$ cat config.mk
export PLATFORM = sky130hd
export DESIGN_NAME = joystick_direction_classifier_flat
export DESIGN_NICKNAME = d
export VERILOG_FILES = /design/src/hdl/jdc_pkg.sv /design/src/hdl/jdc_if.sv /design/src/hdl/jdc_lane.sv /design/src/hdl/joystick_direction_classifier.sv /design/src/flat_wrapper.sv
export SDC_FILE = /design/constraint.sdc
export NUM_CORES = 2
export LEC_CHECK = 0
export BUFFER_PORTS_ARGS = -buffer_cell sky130_fd_sc_hd__buf_2
export CAP_MARGIN = 20
export CORE_UTILIZATION = 60
export DETAILED_ROUTE_END_ITERATION = 8
export HOLD_SLACK_MARGIN = 0.15
export PLACE_DENSITY_LB_ADDON = 0.08
export SYNTH_ARGS = -nofsm -noshare
export SYNTH_HDL_FRONTEND = slang
export SYNTH_SLANG_ARGS = --single-unit
export TNS_END_PERCENT = 1
$ cat constraint.sdc
create_clock -name clk_i -period 6.11 [get_ports clk_i]
set_clock_uncertainty 0.2 [all_clocks]
set_input_delay 0.611 -clock clk_i [delete_from_list [all_inputs] [get_ports clk_i]]
set_output_delay 0.611 -clock clk_i [all_outputs]
set_load 0.005 [all_outputs]
$ cat src/hdl/jdc_pkg.sv
// shared types, constants and codes of the joystick direction classifier
`default_nettype none

package jdc_pkg;

  localparam int unsigned ADC_FULL_SCALE = 4096;

  localparam int unsigned NUM_CH   = 4;
  localparam int unsigned RAW_W    = 12;
  localparam int unsigned MV_W     = 13;
  localparam int unsigned MUL_W    = 13;
  localparam int unsigned RATIO_W  = 8;
  localparam int unsigned CALIB_W  = 10;
  localparam int unsigned LEVEL_W  = 16;
  localparam int unsigned DIR_W    = 4;
  localparam int unsigned PHASE_W  = 2;
  localparam int unsigned PROD_W   = MV_W + MUL_W;
  localparam int unsigned CNT_W    = $clog2(PROD_W + 1);

  localparam int unsigned CFG_IDX_W  = 3;
  localparam int unsigned CFG_DATA_W = 13;

  localparam logic [CFG_IDX_W-1:0] CFG_START_MV      = 3'd0;
  localparam logic [CFG_IDX_W-1:0] CFG_CALIB_SAMPLES = 3'd1;
  localparam logic [CFG_IDX_W-1:0] CFG_TRIG_MUL      = 3'd2;
  localparam logic [CFG_IDX_W-1:0] CFG_TRIG_DIV      = 3'd3;
  localparam logic [CFG_IDX_W-1:0] CFG_DIAG_MUL      = 3'd4;
  localparam logic [CFG_IDX_W-1:0] CFG_DIAG_DIV      = 3'd5;
  localparam logic [CFG_IDX_W-1:0] CFG_VREF_MV       = 3'd6;

  localparam logic [MV_W-1:0]    RST_START_MV      = 13'd300;
  localparam logic [CALIB_W-1:0] RST_CALIB_SAMPLES = 10'd300;
  localparam logic [RATIO_W-1:0] RST_TRIG_MUL      = 8'd1;
  localparam logic [RATIO_W-1:0] RST_TRIG_DIV      = 8'd2;
  localparam logic [RATIO_W-1:0] RST_DIAG_MUL      = 8'd1;
  localparam logic [RATIO_W-1:0] RST_DIAG_DIV      = 8'd3;
  localparam logic [MV_W-1:0]    RST_VREF_MV       = 13'd3300;

  localparam logic [MV_W-1:0]    MV_MAX    = 13'h1FFF;
  localparam logic [LEVEL_W-1:0] LEVEL_MAX = 16'hFFFF;

  typedef enum logic [DIR_W-1:0] {
    DIR_NONE = 4'd0,
    DIR_L    = 4'd1,
    DIR_U    = 4'd2,
    DIR_R    = 4'd3,
    DIR_D    = 4'd4,
    DIR_LU   = 4'd5,
    DIR_RU   = 4'd6,
    DIR_LD   = 4'd7,
    DIR_RD   = 4'd8
  } dir_e;

  typedef enum logic [PHASE_W-1:0] {
    PH_NORMAL  = 2'd0,
    PH_ARMED   = 2'd1,
    PH_COLLECT = 2'd2
  } phase_e;

  typedef enum logic [2:0] {
    TS_IDLE,
    TS_SCALE,
    TS_TRIG,
    TS_DIAG,
    TS_DONE
  } top_st_e;

  typedef enum logic [1:0] {
    LN_IDLE,
    LN_MUL,
    LN_DIV
  } lane_st_e;

  typedef struct packed {
    logic             start;
    logic [MV_W-1:0]  x;
    logic [MUL_W-1:0] m;
  } lane_cmd_t;

endpackage

`default_nettype wire

$ cat src/hdl/jdc_if.sv
// word channels of the joystick direction classifier
`default_nettype none

interface jdc_in_if;
  logic                       valid;
  logic                       ready;
  logic                       func;
  logic [jdc_pkg::RAW_W-1:0]  raw_left;
  logic [jdc_pkg::RAW_W-1:0]  raw_up;
  logic [jdc_pkg::RAW_W-1:0]  raw_right;
  logic [jdc_pkg::RAW_W-1:0]  raw_down;

  modport source (output valid, func, raw_left, raw_up, raw_right, raw_down, input ready);
  modport sink   (input valid, func, raw_left, raw_up, raw_right, raw_down, output ready);
endinterface

interface jdc_out_if;
  logic                         valid;
  logic                         ready;
  logic [jdc_pkg::DIR_W-1:0]    direction;
  logic [jdc_pkg::MV_W-1:0]     mv_left;
  logic [jdc_pkg::MV_W-1:0]     mv_up;
  logic [jdc_pkg::MV_W-1:0]     mv_right;
  logic [jdc_pkg::MV_W-1:0]     mv_down;
  logic [jdc_pkg::PHASE_W-1:0]  phase;

  modport source (output valid, direction, mv_left, mv_up, mv_right, mv_down, phase,
                  input ready);
  modport sink   (input valid, direction, mv_left, mv_up, mv_right, mv_down, phase,
                  output ready);
endinterface

`default_nettype wire

$ cat src/hdl/jdc_lane.sv
// bit-serial multiply then restoring divide lane: quot = x * m / div
`default_nettype none

module jdc_lane #(
  parameter int unsigned DivW = $clog2(jdc_pkg::ADC_FULL_SCALE + 1)
) (
  input  wire logic                        clk_i,
  input  wire logic                        rst_ni,
  input  wire jdc_pkg::lane_cmd_t          cmd_i,
  input  wire logic [DivW-1:0]             div_i,
  output logic                             done_o,
  output logic [jdc_pkg::PROD_W-1:0]       quot_o
);

  localparam int unsigned ProdW = jdc_pkg::PROD_W;
  localparam int unsigned MulW  = jdc_pkg::MUL_W;
  localparam int unsigned CntW  = jdc_pkg::CNT_W;

  jdc_pkg::lane_st_e st_q, st_d;

  logic [CntW-1:0]          cnt_q, cnt_d;
  logic [ProdW-1:0]         acc_q, acc_d;
  logic [jdc_pkg::MV_W-1:0] x_q, x_d;
  logic [MulW-1:0]          m_q, m_d;
  logic [DivW-1:0]          d_q, d_d;
  logic [DivW-1:0]          rem_q, rem_d;
  logic                     done_q, done_d;

  logic             last_mul;
  logic             last_div;
  logic [DivW:0]    trial;
  logic [DivW:0]    diff;
  logic             ge;

  assign last_mul = (cnt_q == CntW'(MulW - 1));
  assign last_div = (cnt_q == CntW'(ProdW - 1));
  assign trial    = {rem_q, acc_q[ProdW-1]};
  assign ge       = (trial >= {1'b0, d_q});
  assign diff     = trial - {1'b0, d_q};

  always_comb begin
    st_d = st_q;
    unique case (st_q)
      jdc_pkg::LN_IDLE: begin
        if (cmd_i.start) st_d = jdc_pkg::LN_MUL;
      end
      jdc_pkg::LN_MUL: begin
        if (last_mul) st_d = jdc_pkg::LN_DIV;
      end
      jdc_pkg::LN_DIV: begin
        if (last_div) st_d = jdc_pkg::LN_IDLE;
      end
      default: st_d = jdc_pkg::LN_IDLE;
    endcase
  end

  always_comb begin
    cnt_d  = cnt_q;
    acc_d  = acc_q;
    x_d    = x_q;
    m_d    = m_q;
    d_d    = d_q;
    rem_d  = rem_q;
    done_d = 1'b0;
    unique case (st_q)
      jdc_pkg::LN_IDLE: begin
        if (cmd_i.start) begin
          x_d   = cmd_i.x;
          m_d   = cmd_i.m;
          d_d   = div_i;
          acc_d = '0;
          cnt_d = '0;
        end
      end
      jdc_pkg::LN_MUL: begin
        acc_d = {acc_q[ProdW-2:0], 1'b0} + (m_q[MulW-1] ? ProdW'(x_q) : '0);
        m_d   = {m_q[MulW-2:0], 1'b0};
        rem_d = '0;
        cnt_d = last_mul ? '0 : cnt_q + 1'b1;
      end
      jdc_pkg::LN_DIV: begin
        acc_d  = {acc_q[ProdW-2:0], ge};
        rem_d  = ge ? diff[DivW-1:0] : trial[DivW-1:0];
        cnt_d  = cnt_q + 1'b1;
        done_d = last_div;
      end
      default: begin
        done_d = 1'b0;
      end
    endcase
  end

  always_ff @(posedge clk_i or negedge rst_ni) begin
    if (!rst_ni) begin
      st_q   <= jdc_pkg::LN_IDLE;
      cnt_q  <= '0;
      done_q <= 1'b0;
    end else begin
      st_q   <= st_d;
      cnt_q  <= cnt_d;
      done_q <= done_d;
    end
  end

  always_ff @(posedge clk_i) begin
    acc_q <= acc_d;
    x_q   <= x_d;
    m_q   <= m_d;
    d_q   <= d_d;
    rem_q <= rem_d;
  end

  assign done_o = done_q;
  assign quot_o = acc_q;

endmodule

`default_nettype wire

$ cat src/hdl/joystick_direction_classifier.sv
// joystick direction classifier: top level with calibration control and output register
// a sample word holds off the next accept until its result is loaded into the output register; four serial lanes
// each run a 13-step multiply and a 26-step divide to scale the channels to millivolts
// a sample that closes the calibration window adds two more lane passes
// a start word skips the lanes; a new word is taken while the last result waits downstream
// reset: asynchronous active low, registers at their reset values, phase normal, levels zero
`default_nettype none

module joystick_direction_classifier #(
  parameter int unsigned AdcFullScale = jdc_pkg::ADC_FULL_SCALE
) (
  input  wire logic                              clk_i,
  input  wire logic                              rst_ni,
  jdc_in_if.sink                                 in_i,
  jdc_out_if.source                              out_o,
  input  wire logic                              cfg_we_i,
  input  wire logic [jdc_pkg::CFG_IDX_W-1:0]     cfg_idx_i,
  input  wire logic [jdc_pkg::CFG_DATA_W-1:0]    cfg_wdata_i
);

  localparam int unsigned DivW   = $clog2(AdcFullScale + 1);
  localparam int unsigned NumCh  = jdc_pkg::NUM_CH;
  localparam int unsigned MvW    = jdc_pkg::MV_W;
  localparam int unsigned LevelW = jdc_pkg::LEVEL_W;
  localparam int unsigned ProdW  = jdc_pkg::PROD_W;
  localparam int unsigned RatioW = jdc_pkg::RATIO_W;
  localparam int unsigned CalibW = jdc_pkg::CALIB_W;

  // configuration registers
  logic [MvW-1:0]    start_mv_q;
  logic [CalibW-1:0] calib_samples_q;
  logic [RatioW-1:0] trig_mul_q;
  logic [RatioW-1:0] trig_div_q;
  logic [RatioW-1:0] diag_mul_q;
  logic [RatioW-1:0] diag_div_q;
  logic [MvW-1:0]    vref_mv_q;

  jdc_pkg::top_st_e  st_q, st_d;
  jdc_pkg::phase_e   phase_q, phase_d;
  logic [CalibW-1:0] window_q, window_d;
  logic [MvW-1:0]    chan_max_q [NumCh];
  logic [MvW-1:0]    chan_max_d [NumCh];
  logic [LevelW-1:0] trig_q [NumCh];
  logic [LevelW-1:0] trig_d [NumCh];
  logic [LevelW-1:0] diag_q [NumCh];
  logic [LevelW-1:0] diag_d [NumCh];

  jdc_pkg::dir_e     res_dir_q, res_dir_d;
  logic [MvW-1:0]    res_mv_q [NumCh];
  logic [MvW-1:0]    res_mv_d [NumCh];
  jdc_pkg::phase_e   res_phase_q, res_phase_d;

  logic                        out_valid_q;
  jdc_pkg::dir_e               out_dir_q;
  logic [MvW-1:0]              out_mv_q [NumCh];
  jdc_pkg::phase_e             out_phase_q;

  jdc_pkg::lane_cmd_t          cmd [NumCh];
  logic [DivW-1:0]             cmd_div;
  logic [NumCh-1:0]            ln_done;
  logic [ProdW-1:0]            ln_quot [NumCh];

  logic [MvW-1:0]              mv_sat [NumCh];
  logic [LevelW-1:0]           lvl_sat [NumCh];
  logic [jdc_pkg::RAW_W-1:0]   raw [NumCh];

  logic                        accept;
  logic                        lanes_done;
  logic                        out_load;
  logic                        start_hit;
  logic [CalibW-1:0]           win_inc;
  logic                        fin;
  logic [NumCh-1:0]            pair_hit;
  jdc_pkg::dir_e               dir_calc;

  assign raw[0] = in_i.raw_left;
  assign raw[1] = in_i.raw_up;
  assign raw[2] = in_i.raw_right;
  assign raw[3] = in_i.raw_down;

  assign in_i.ready = (st_q == jdc_pkg::TS_IDLE);
  assign accept     = in_i.valid && in_i.ready;
  assign lanes_done = &ln_done;
  assign out_load   = (st_q == jdc_pkg::TS_DONE) && (!out_valid_q || out_o.ready);

  for (genvar g = 0; g < NumCh; g++) begin : g_lane
    jdc_lane #(
      .DivW (DivW)
    ) u_lane (
      .clk_i  (clk_i),
      .rst_ni (rst_ni),
      .cmd_i  (cmd[g]),
      .div_i  (cmd_div),
      .done_o (ln_done[g]),
      .quot_o (ln_quot[g])
    );

    assign mv_sat[g]  = (|ln_quot[g][ProdW-1:MvW]) ? jdc_pkg::MV_MAX : ln_quot[g][MvW-1:0];
    assign lvl_sat[g] = (|ln_quot[g][ProdW-1:LevelW]) ? jdc_pkg::LEVEL_MAX
                                                       : ln_quot[g][LevelW-1:0];
  end

  assign start_hit = (mv_sat[0] > start_mv_q) || (mv_sat[1] > start_mv_q)
                  || (mv_sat[2] > start_mv_q) || (mv_sat[3] > start_mv_q);
  assign win_inc   = window_q + 1'b1;
  assign fin       = ((phase_q == jdc_pkg::PH_ARMED) && start_hit && (calib_samples_q == '0))
                  || ((phase_q == jdc_pkg::PH_COLLECT) && (win_inc >= calib_samples_q));

  // diagonal pairs: L+U, R+U, L+D, R+D
  assign pair_hit[0] = (LevelW'(mv_sat[0]) > diag_q[0]) && (LevelW'(mv_sat[1]) > diag_q[1]);
  assign pair_hit[1] = (LevelW'(mv_sat[2]) > diag_q[2]) && (LevelW'(mv_sat[1]) > diag_q[1]);
  assign pair_hit[2] = (LevelW'(mv_sat[0]) > diag_q[0]) && (LevelW'(mv_sat[3]) > diag_q[3]);
  assign pair_hit[3] = (LevelW'(mv_sat[2]) > diag_q[2]) && (LevelW'(mv_sat[3]) > diag_q[3]);

  always_comb begin
    dir_calc = jdc_pkg::DIR_NONE;
    if ($onehot(pair_hit)) begin
      priority if (pair_hit[0]) dir_calc = jdc_pkg::DIR_LU;
      else if (pair_hit[1])     dir_calc = jdc_pkg::DIR_RU;
      else if (pair_hit[2])     dir_calc = jdc_pkg::DIR_LD;
      else                      dir_calc = jdc_pkg::DIR_RD;
    end else begin
      if (LevelW'(mv_sat[0]) > trig_q[0])      dir_calc = jdc_pkg::DIR_L;
      else if (LevelW'(mv_sat[1]) > trig_q[1]) dir_calc = jdc_pkg::DIR_U;
      else if (LevelW'(mv_sat[2]) > trig_q[2]) dir_calc = jdc_pkg::DIR_R;
      else if (LevelW'(mv_sat[3]) > trig_q[3]) dir_calc = jdc_pkg::DIR_D;
      else                                     dir_calc = jdc_pkg::DIR_NONE;
    end
  end

  // next state
  always_comb begin
    st_d = st_q;
    unique case (st_q)
      jdc_pkg::TS_IDLE: begin
        if (accept) st_d = in_i.func ? jdc_pkg::TS_DONE : jdc_pkg::TS_SCALE;
      end
      jdc_pkg::TS_SCALE: begin
        if (lanes_done) st_d = fin ? jdc_pkg::TS_TRIG : jdc_pkg::TS_DONE;
      end
      jdc_pkg::TS_TRIG: begin
        if (lanes_done) st_d = jdc_pkg::TS_DIAG;
      end
      jdc_pkg::TS_DIAG: begin
        if (lanes_done) st_d = jdc_pkg::TS_DONE;
      end
      jdc_pkg::TS_DONE: begin
        if (out_load) st_d = jdc_pkg::TS_IDLE;
      end
      default: st_d = jdc_pkg::TS_IDLE;
    endcase
  end

  // lane commands and state updates
  always_comb begin
    phase_d     = phase_q;
    window_d    = window_q;
    res_dir_d   = res_dir_q;
    res_phase_d = res_phase_q;
    cmd_div     = DivW'(AdcFullScale);
    for (int i = 0; i < NumCh; i++) begin
      chan_max_d[i] = chan_max_q[i];
      trig_d[i]     = trig_q[i];
      diag_d[i]     = diag_q[i];
      res_mv_d[i]   = res_mv_q[i];
      cmd[i].start  = 1'b0;
      cmd[i].x      = MvW'(raw[i]);
      cmd[i].m      = jdc_pkg::MUL_W'(vref_mv_q);
    end

    unique case (st_q)
      jdc_pkg::TS_IDLE: begin
        if (accept) begin
          if (in_i.func) begin
            phase_d     = jdc_pkg::PH_ARMED;
            window_d    = '0;
            res_dir_d   = jdc_pkg::DIR_NONE;
            res_phase_d = jdc_pkg::PH_ARMED;
            for (int i = 0; i < NumCh; i++) begin
              chan_max_d[i] = '0;
              res_mv_d[i]   = '0;
            end
          end else begin
            for (int i = 0; i < NumCh; i++) cmd[i].start = 1'b1;
          end
        end
      end
      jdc_pkg::TS_SCALE: begin
        if (lanes_done) begin
          res_dir_d = jdc_pkg::DIR_NONE;
          for (int i = 0; i < NumCh; i++) res_mv_d[i] = mv_sat[i];
          unique case (phase_q)
            jdc_pkg::PH_ARMED: begin
              if (start_hit) begin
                phase_d  = jdc_pkg::PH_COLLECT;
                window_d = '0;
              end
            end
            jdc_pkg::PH_COLLECT: begin
              window_d = win_inc;
              for (int i = 0; i < NumCh; i++) begin
                if (mv_sat[i] > chan_max_q[i]) chan_max_d[i] = mv_sat[i];
              end
            end
            default: begin
              phase_d   = jdc_pkg::PH_NORMAL;
              res_dir_d = dir_calc;
            end
          endcase
          if (fin) begin
            phase_d = jdc_pkg::PH_NORMAL;
            cmd_div = DivW'(trig_div_q);
            for (int i = 0; i < NumCh; i++) begin
              cmd[i].start = 1'b1;
              cmd[i].x     = chan_max_d[i];
              cmd[i].m     = jdc_pkg::MUL_W'(trig_mul_q);
            end
          end
          res_phase_d = phase_d;
        end
      end
      jdc_pkg::TS_TRIG: begin
        if (lanes_done) begin
          cmd_div = DivW'(diag_div_q);
          for (int i = 0; i < NumCh; i++) begin
            trig_d[i]    = lvl_sat[i];
            cmd[i].start = 1'b1;
            cmd[i].x     = chan_max_q[i];
            cmd[i].m     = jdc_pkg::MUL_W'(diag_mul_q);
          end
        end
      end
      jdc_pkg::TS_DIAG: begin
        if (lanes_done) begin
          for (int i = 0; i < NumCh; i++) diag_d[i] = lvl_sat[i];
        end
      end
      jdc_pkg::TS_DONE: begin
        res_phase_d = res_phase_q;
      end
      default: begin
        res_phase_d = res_phase_q;
      end
    endcase
  end

  always_ff @(posedge clk_i or negedge rst_ni) begin
    if (!rst_ni) begin
      st_q        <= jdc_pkg::TS_IDLE;
      phase_q     <= jdc_pkg::PH_NORMAL;
      window_q    <= '0;
      out_valid_q <= 1'b0;
      for (int i = 0; i < NumCh; i++) begin
        chan_max_q[i] <= '0;
        trig_q[i]     <= '0;
        diag_q[i]     <= '0;
      end
    end else begin
      st_q     <= st_d;
      phase_q  <= phase_d;
      window_q <= window_d;
      for (int i = 0; i < NumCh; i++) begin
        chan_max_q[i] <= chan_max_d[i];
        trig_q[i]     <= trig_d[i];
        diag_q[i]     <= diag_d[i];
      end
      if (out_load) begin
        out_valid_q <= 1'b1;
      end else if (out_o.ready) begin
        out_valid_q <= 1'b0;
      end
    end
  end

  always_ff @(posedge clk_i or negedge rst_ni) begin
    if (!rst_ni) begin
      start_mv_q      <= jdc_pkg::RST_START_MV;
      calib_samples_q <= jdc_pkg::RST_CALIB_SAMPLES;
      trig_mul_q      <= jdc_pkg::RST_TRIG_MUL;
      trig_div_q      <= jdc_pkg::RST_TRIG_DIV;
      diag_mul_q      <= jdc_pkg::RST_DIAG_MUL;
      diag_div_q      <= jdc_pkg::RST_DIAG_DIV;
      vref_mv_q       <= jdc_pkg::RST_VREF_MV;
    end else if (cfg_we_i) begin
      unique case (cfg_idx_i)
        jdc_pkg::CFG_START_MV:      start_mv_q      <= cfg_wdata_i[MvW-1:0];
        jdc_pkg::CFG_CALIB_SAMPLES: calib_samples_q <= cfg_wdata_i[CalibW-1:0];
        jdc_pkg::CFG_TRIG_MUL:      trig_mul_q      <= cfg_wdata_i[RatioW-1:0];
        jdc_pkg::CFG_TRIG_DIV:      trig_div_q      <= cfg_wdata_i[RatioW-1:0];
        jdc_pkg::CFG_DIAG_MUL:      diag_mul_q      <= cfg_wdata_i[RatioW-1:0];
        jdc_pkg::CFG_DIAG_DIV:      diag_div_q      <= cfg_wdata_i[RatioW-1:0];
        jdc_pkg::CFG_VREF_MV:       vref_mv_q       <= cfg_wdata_i[MvW-1:0];
        default: begin
        end
      endcase
    end
  end

  always_ff @(posedge clk_i) begin
    res_dir_q   <= res_dir_d;
    res_phase_q <= res_phase_d;
    for (int i = 0; i < NumCh; i++) res_mv_q[i] <= res_mv_d[i];
    if (out_load) begin
      out_dir_q   <= res_dir_q;
      out_phase_q <= res_phase_q;
      for (int i = 0; i < NumCh; i++) out_mv_q[i] <= res_mv_q[i];
    end
  end

  assign out_o.valid     = out_valid_q;
  assign out_o.direction = out_dir_q;
  assign out_o.mv_left   = out_mv_q[0];
  assign out_o.mv_up     = out_mv_q[1];
  assign out_o.mv_right  = out_mv_q[2];
  assign out_o.mv_down   = out_mv_q[3];
  assign out_o.phase     = out_phase_q;

endmodule

`default_nettype wire
$ cat src/flat_wrapper.sv
// flat-port wrapper written by rule: the top's interface ports become plain ports
module joystick_direction_classifier_flat 
#(
  parameter int unsigned AdcFullScale = jdc_pkg::ADC_FULL_SCALE
)
  (clk_i, rst_ni, cfg_we_i, cfg_idx_i, cfg_wdata_i, in_i_valid, in_i_func, in_i_raw_left, in_i_raw_up, in_i_raw_right, in_i_raw_down, in_i_ready, out_o_valid, out_o_direction, out_o_mv_left, out_o_mv_up, out_o_mv_right, out_o_mv_down, out_o_phase, out_o_ready);
  jdc_in_if in_i_i ();
  jdc_out_if out_o_i ();
  input  wire logic clk_i;
  input  wire logic rst_ni;
  input  wire logic cfg_we_i;
  input  wire logic [jdc_pkg::CFG_IDX_W-1:0] cfg_idx_i;
  input  wire logic [jdc_pkg::CFG_DATA_W-1:0] cfg_wdata_i;
  input wire logic [$bits(in_i_i.valid)-1:0] in_i_valid;
  input wire logic [$bits(in_i_i.func)-1:0] in_i_func;
  input wire logic [$bits(in_i_i.raw_left)-1:0] in_i_raw_left;
  input wire logic [$bits(in_i_i.raw_up)-1:0] in_i_raw_up;
  input wire logic [$bits(in_i_i.raw_right)-1:0] in_i_raw_right;
  input wire logic [$bits(in_i_i.raw_down)-1:0] in_i_raw_down;
  output wire logic [$bits(in_i_i.ready)-1:0] in_i_ready;
  output wire logic [$bits(out_o_i.valid)-1:0] out_o_valid;
  output wire logic [$bits(out_o_i.direction)-1:0] out_o_direction;
  output wire logic [$bits(out_o_i.mv_left)-1:0] out_o_mv_left;
  output wire logic [$bits(out_o_i.mv_up)-1:0] out_o_mv_up;
  output wire logic [$bits(out_o_i.mv_right)-1:0] out_o_mv_right;
  output wire logic [$bits(out_o_i.mv_down)-1:0] out_o_mv_down;
  output wire logic [$bits(out_o_i.phase)-1:0] out_o_phase;
  input wire logic [$bits(out_o_i.ready)-1:0] out_o_ready;
  assign in_i_i.valid = in_i_valid;
  assign in_i_i.func = in_i_func;
  assign in_i_i.raw_left = in_i_raw_left;
  assign in_i_i.raw_up = in_i_raw_up;
  assign in_i_i.raw_right = in_i_raw_right;
  assign in_i_i.raw_down = in_i_raw_down;
  assign in_i_ready = in_i_i.ready;
  assign out_o_valid = out_o_i.valid;
  assign out_o_direction = out_o_i.direction;
  assign out_o_mv_left = out_o_i.mv_left;
  assign out_o_mv_up = out_o_i.mv_up;
  assign out_o_mv_right = out_o_i.mv_right;
  assign out_o_mv_down = out_o_i.mv_down;
  assign out_o_phase = out_o_i.phase;
  assign out_o_i.ready = out_o_ready;
  joystick_direction_classifier #(.AdcFullScale(AdcFullScale)) u_core (.clk_i(clk_i), .rst_ni(rst_ni), .in_i(in_i_i), .out_o(out_o_i), .cfg_we_i(cfg_we_i), .cfg_idx_i(cfg_idx_i), .cfg_wdata_i(cfg_wdata_i));
endmodule
==> Yosys cells after proc, flatten, opt, wreduce, memory -nomap -nowiden <==
Memories as Yosys holds them, arrays and structs flattened.
Index checks and enable logic that the tools add are counted.
{ "word_totals": {"regBits": 620, "ramBits": 104, "out_inout_bits": 60, "elab_cells": 357, "memories": 2} }
{ "memory_table": {"columns": ["memory", "words", "word_bits", "read_ports", "rd_ports_with_merged_regs", "wr", "line_no", "text"], "rows": [
  ["u_core.out_mv_q", 4, 13, 4, 0, 4, "joystick_direction_classifier.sv:55", "logic [MvW-1:0] out_mv_q [NumCh];"],
  ["u_core.res_mv_q", 4, 13, 4, 0, 4, "joystick_direction_classifier.sv:49", "logic [MvW-1:0] res_mv_q [NumCh];"]
]} }
{ "classes": {"n_addsub": 16, "magnitude_cmp": 21, "eq_ne": 49, "muxes": 136, "reduce_logical": 74} }
{ "ops": {"columns": ["operator", "count"], "rows": [
  ["52-bit two-way mux", 7],
  ["108-bit two-way mux", 3],
  ["26-bit one-hot mux with 3 select lines", 4],
  ["13-bit two-way mux", 23],
  ["13-bit one-hot mux with 2 select lines", 9],
  ["26-bit one-hot mux with 2 select lines", 4],
  ["52-bit one-hot mux with 2 select lines", 2],
  ["13-bit by 16-bit greater-than comparator with 1-bit output", 8],
  ["26-bit by 13-bit adder with 26-bit output", 4],
  ["13-bit greater-than comparator", 8],
  ["26-bit two-way mux", 4],
  ["16-bit two-way mux", 4],
  ["5-bit one-hot mux with 3 select lines", 4],
  ["14-bit by 13-bit greater-or-equal comparator with 1-bit output", 4],
  ["13-bit OR reduction", 4],
  ["13-bit subtractor", 4],
  ["4-bit two-way mux", 11],
  ["10-bit two-way mux", 4],
  ["5-bit two-way mux", 8],
  ["10-bit one-hot mux with 2 select lines", 2],
  ["10-bit OR reduction", 4],
  ["2-bit AND reduction", 19],
  ["2-bit two-way mux", 17],
  ["3-bit two-way mux", 8],
  ["other kinds (35)", 127]
]} }

==> Logic depth before layout (Yosys ltp) <==
{ "depth": {"ltp_word": 14, "depth_mapped": 23, "mapped_depth_nobuf": 22} }

==> By module <==
Synthesis repeated with hierarchy kept, for this count alone.
{ "hier_totals": {"hier_cells": 4012, "area_unflattened_um2": 41374.7} }
{ "by_module_without_submodules": {"columns": ["module", "instances", "cells_each", "area_per_inst_um2", "seq_area_each_um2"], "rows": [
  ["joystick_direction_classifier", 1, 2141, 21114.0, 10113.4],
  ["jdc_lane at u_core.g_lane[0].u_lane ...", 2, 451, 4984.8, 2542.4],
  ["jdc_lane at u_core.g_lane[2].u_lane", 1, 483, 5170.0, 2542.4],
  ["jdc_lane at u_core.g_lane[3].u_lane", 1, 486, 5121.2, 2542.4]
]} }

==> Worst setup path before layout <==
No wires, ideal clock.
{ "synth_timing": {"path_type": "reg-to-reg", "from": "register u_core.g_lane[3].u_lane.acc_q[20]", "to": "register u_core.g_lane[0].u_lane.cnt_q[0]", "setup_time_ps": 127, "arrival_time_ps": 5203, "path_slack_ps": 580, "path_stages_with_launch": 19, "n_path_buf": 2, "synth_period_minus_slack_ps": 5530, "cell_sequence": "edfxtp_1 nor4_1 nand3_1 nor2_1 nand2_1 clkbuf_1 nor2_1 inv_1 ha_1 and4_1 and3_1 a211o_1 a211oi_2 o22ai_1 o21bai_2 a21o_1 buf_4 a31oi_1 mux2_2"} }
{ "synth_lines": {"columns": ["element", "line_no", "text"], "rows": [
  ["start: declaration", "jdc_lane.sv:22", "logic [ProdW-1:0] acc_q, acc_d;"],
  ["start signal: assignment", "jdc_lane.sv:106", "acc_q <= acc_d;"],
  ["end signal: assignment", "jdc_lane.sv:100", "cnt_q <= cnt_d;"],
  ["end: declaration", "jdc_lane.sv:21", "logic [CntW-1:0] cnt_q, cnt_d;"]
]} }

==> impl_metrics.py <==
metrics = {
    "finish": {
        "antenna_cells": 0,
        "n_fill_cell": 4989,
        "largest_reg_flops": 104,
        "fin_util": 0.689,
        "final_cell_mix": "edfxtp_1, nor2_1, ha_1",
        "nNetsFinal": 4475,
        "final_common_cell": "edfxtp_1",
        "area_delta_synth_final_pct": 12.7,
        "drive_gt1_frac": 0.109,
    },
    "placed_design": {
        "portBuffers": 129,
        "place_ws_ps": 180,
        "gp_congestion": 0.923,
        "hpwlAfterDp_mm": 72.5,
    },
    "logic_synthesis": {
        "syn_area_per_cell_um2": 10.2,
        "synth-simple-area-share": 0.147,
        "synth_cells": 3878,
        "synth_top_family_by_area": "compound AO/OA/AOI/OAI gates",
        "synth_warnings": 0,
        "synth_compound_area_frac": 0.154,
        "synth.distinct_cells": 82,
        "synthAdderAreaFrac": 0.112,
        "synth_xor_area_frac": 0.0139,
        "synth_seq_area_share": 0.499,
        "synth_edf_count": 412,
        "muxShareOfSynthArea": 0.0263,
        "synth-seq-cells": 708,
        "syn_area_mm2": 0.0397,
        "async_flop_share": 0.418,
        "synth_nets": 4299,
        "ys_dominant_reg_cell": "edfxtp_1",
    },
    "hold_path": {
        "min_from": "in_i_raw_left[0]",
        "holdPathStages": 2,
        "min_to": "u_core.g_lane[0].u_lane.x_q[0]",
        "holdCritPathClass": "in -> reg",
    },
    "clocking": {
        "clockBufferDepth": 3,
        "cts_tree": "built",
        "clock_latency_ps": 640,
        "numCtsBuffers": 78,
        "cts.sinks": 708,
        "cts_max_level": 3,
        "clkTransAtPathRegs_ps": 60,
        "root_buffer": "clkbuf_16",
        "postCtsSetupRepairBufs": 0,
    },
    "pwr": {
        "ir_drop_v": 0.000289,
        "powerDensity_mw_per_mm2": 426,
        "total_leakage_power_nw": 18.7,
    },
    "routing": {
        "drtIter0Drc": 3049,
        "wl_per_cell_um": 21.3,
        "drc": 0,
        "vias": 30500,
        "detail-route-antenna-nets": 0,
        "avgViaCountPerCell": 6.14,
        "dr.pass1.iters": 6,
        "routed_wl_mm": 106,
    },
    "worst_setup_path": {
        "worstPathBufferInverterCount": 3,
        "crit_fanout": 12,
        "rrSetupSlack_ps": 220,
        "critPathMaxStageDelay_ps": 470,
        "cp.depth": 22,
        "crit_start": "u_core.g_lane[3].u_lane.quot_o[16]",
        "rr_endpoint": "u_core.res_dir_q[2]",
        "rr_worst_depth": 22,
        "crit_chain": "nor4_1 > nand3_1 > nor2_1 > nand2_2 > nor2_1 > inv_1 > ha_1 > a21o_1 > a21o_1 > a21oi_1 > o21ai_0 > a21oi_1 > nand3b_1 > inv_1 > ha_1 > ha_1 > inv_1 > fa_1 > nand3_1 > a21bo_2 > or4_1 > nand3_1",
        "criticalPathCategory": "reg -> reg",
        "worstReg2RegStart": "u_core.g_lane[3].u_lane.quot_o[16]",
        "crit_path_start_kind": "flop",
        "cpMaxStageDelayCell": "or4_1",
        "crit_path_end_kind": "flop",
        "worstPathRequired_ps": 6400,
        "cp_top_family": "simple AND/OR/NAND/NOR gates",
        "crit_arrival_ps": 6180,
    },
    "global_route": {
        "track_usage": 0.319,
        "grt_max_degree": 153,
        "grt_pass1_wl_mm": 166,
        "grt_pass1_vias": 29100,
        "grt_antenna_before_repair": 3,
        "grt-ovfl-total": 0,
    },
    "flow_run": {
        "drv_cap": 0,
    },
    "outcome": {
        "status": "finished clean",
    },
    "die": {
        "core_area_mm2": 0.0649,
        "die_w_um": 259,
        "num_io_pins": 130,
        "rows": 93,
        "dieArea_mm2": 0.0672,
        "die_y_um": 259,
        "initial_core_util": 0.611,
    },
    "sta": {
        "tightest_slew_ps": 1100,
        "finalCritPeriodShare": 0.964,
        "final-hold-violation-count": 0,
        "rsz0062_at_grt": "yes",
        "tns_ps": 0,
        "fmax_mhz": 170,
        "final.min_clock_period_ps": 5890,
        "maxSlewHeadroom": 0.263,
        "setup_ws_ps": 217,
        "slew_viol_final": 0,
        "setup_viol": 0,
    },
}
## cell families after synthesis
family	count (synthesis)
AO/OA/AOI/OAI	939
AND/OR/NAND/NOR	1235
XOR/XNOR	63
multiplexers	95
buffers and inverters	487
flip-flops	708
adder cells (fa/ha/maj)	351
## metal layers
layer,GRT usage,share of wire,vias up,wire length (um)
met5,0,0.00043,-,46
met4,0.0993,0.028,6,2970
met3,0.0630,0.081,207,8600
met2,0.482,0.45,1206,47200
met1,0.464,0.44,14800,47100
li1,-,-,14300,-
## through the flow
stage	hold slack [ps]	instance area (um2)	power, mW	cells
after floorplan	115	39700	11.9	3878
after global placement	201	41400	13.8	4765
after detailed placement	205	41400	14.0	4766
after CTS	169	44700	19.0	4973
after global routing	172	44800	20.1	4975
final	190	44800	19.1	4975
## worst max-delay path by stage
stage | end | slack (ps)
floorplan | u_core.g_lane[0].u_lane.cnt_q[0] | 580
global placement | u_core.g_lane[3].u_lane.cnt_q[0] | 250
detailed placement | u_core.g_lane[3].u_lane.cnt_q[0] | 180
CTS | u_core.g_lane[1].u_lane.cnt_q[0] | 170
global route | u_core.res_dir_q[2] | -30
finish | u_core.res_dir_q[2] | 220
## cell type report
cell class,instances,area [um2],area share
Sequential cell,708,19800,0.442
Clock inverter,38,450,0.0101
Multi-Input combinational cell,2683,18200,0.406
Tap cell,855,1070,0.0239
Clock buffer,108,2250,0.0503
Timing Repair Buffer,247,1760,0.0394
Inverter,336,1260,0.0282
## cells in the mapped netlist, types with 40 or more instances
| library cell | instances | area share |
|---|---|---|
| edfxtp_1 | 412 | 0.31 |
| nor2_1 | 400 | 0.038 |
| ha_1 | 342 | 0.11 |
| inv_1 | 334 | 0.032 |
| nand2_1 | 319 | 0.030 |
| o21ai_0 | 278 | 0.035 |
| dfrtp_1 | 277 | 0.17 |
| a21oi_1 | 212 | 0.027 |
| clkbuf_1 | 127 | 0.012 |
| nor2b_1 | 92 | 0.014 |
| and2_1 | 87 | 0.014 |
| mux2_2 | 74 | 0.021 |
| nand3_1 | 73 | 0.0092 |
| a21o_1 | 67 | 0.013 |
| nor3_1 | 62 | 0.0078 |
| and3_1 | 44 | 0.0069 |
| a31oi_1 | 43 | 0.0068 |
| nand4_1 | 43 | 0.0068 |
| a221o_1 | 40 | 0.010 |
## power by group
group / switching (mW) / total, mW / internal, mW
logic: 4.01 / 6.42 / 2.41
clock network: 2.01 / 4.97 / 2.97
registers: 0.914 / 7.67 / 6.76
## what timing repair did
| action | in CTS | in global routing |
|---|---|---|
| endpoints found under the setup margin | 0 | 239 |
| hold buffers | 61 | 0 |
| resized for setup | 0 | 9 |
| hold endpoints to repair | 130 | 0 |
(Power assumes the default switching activity.)
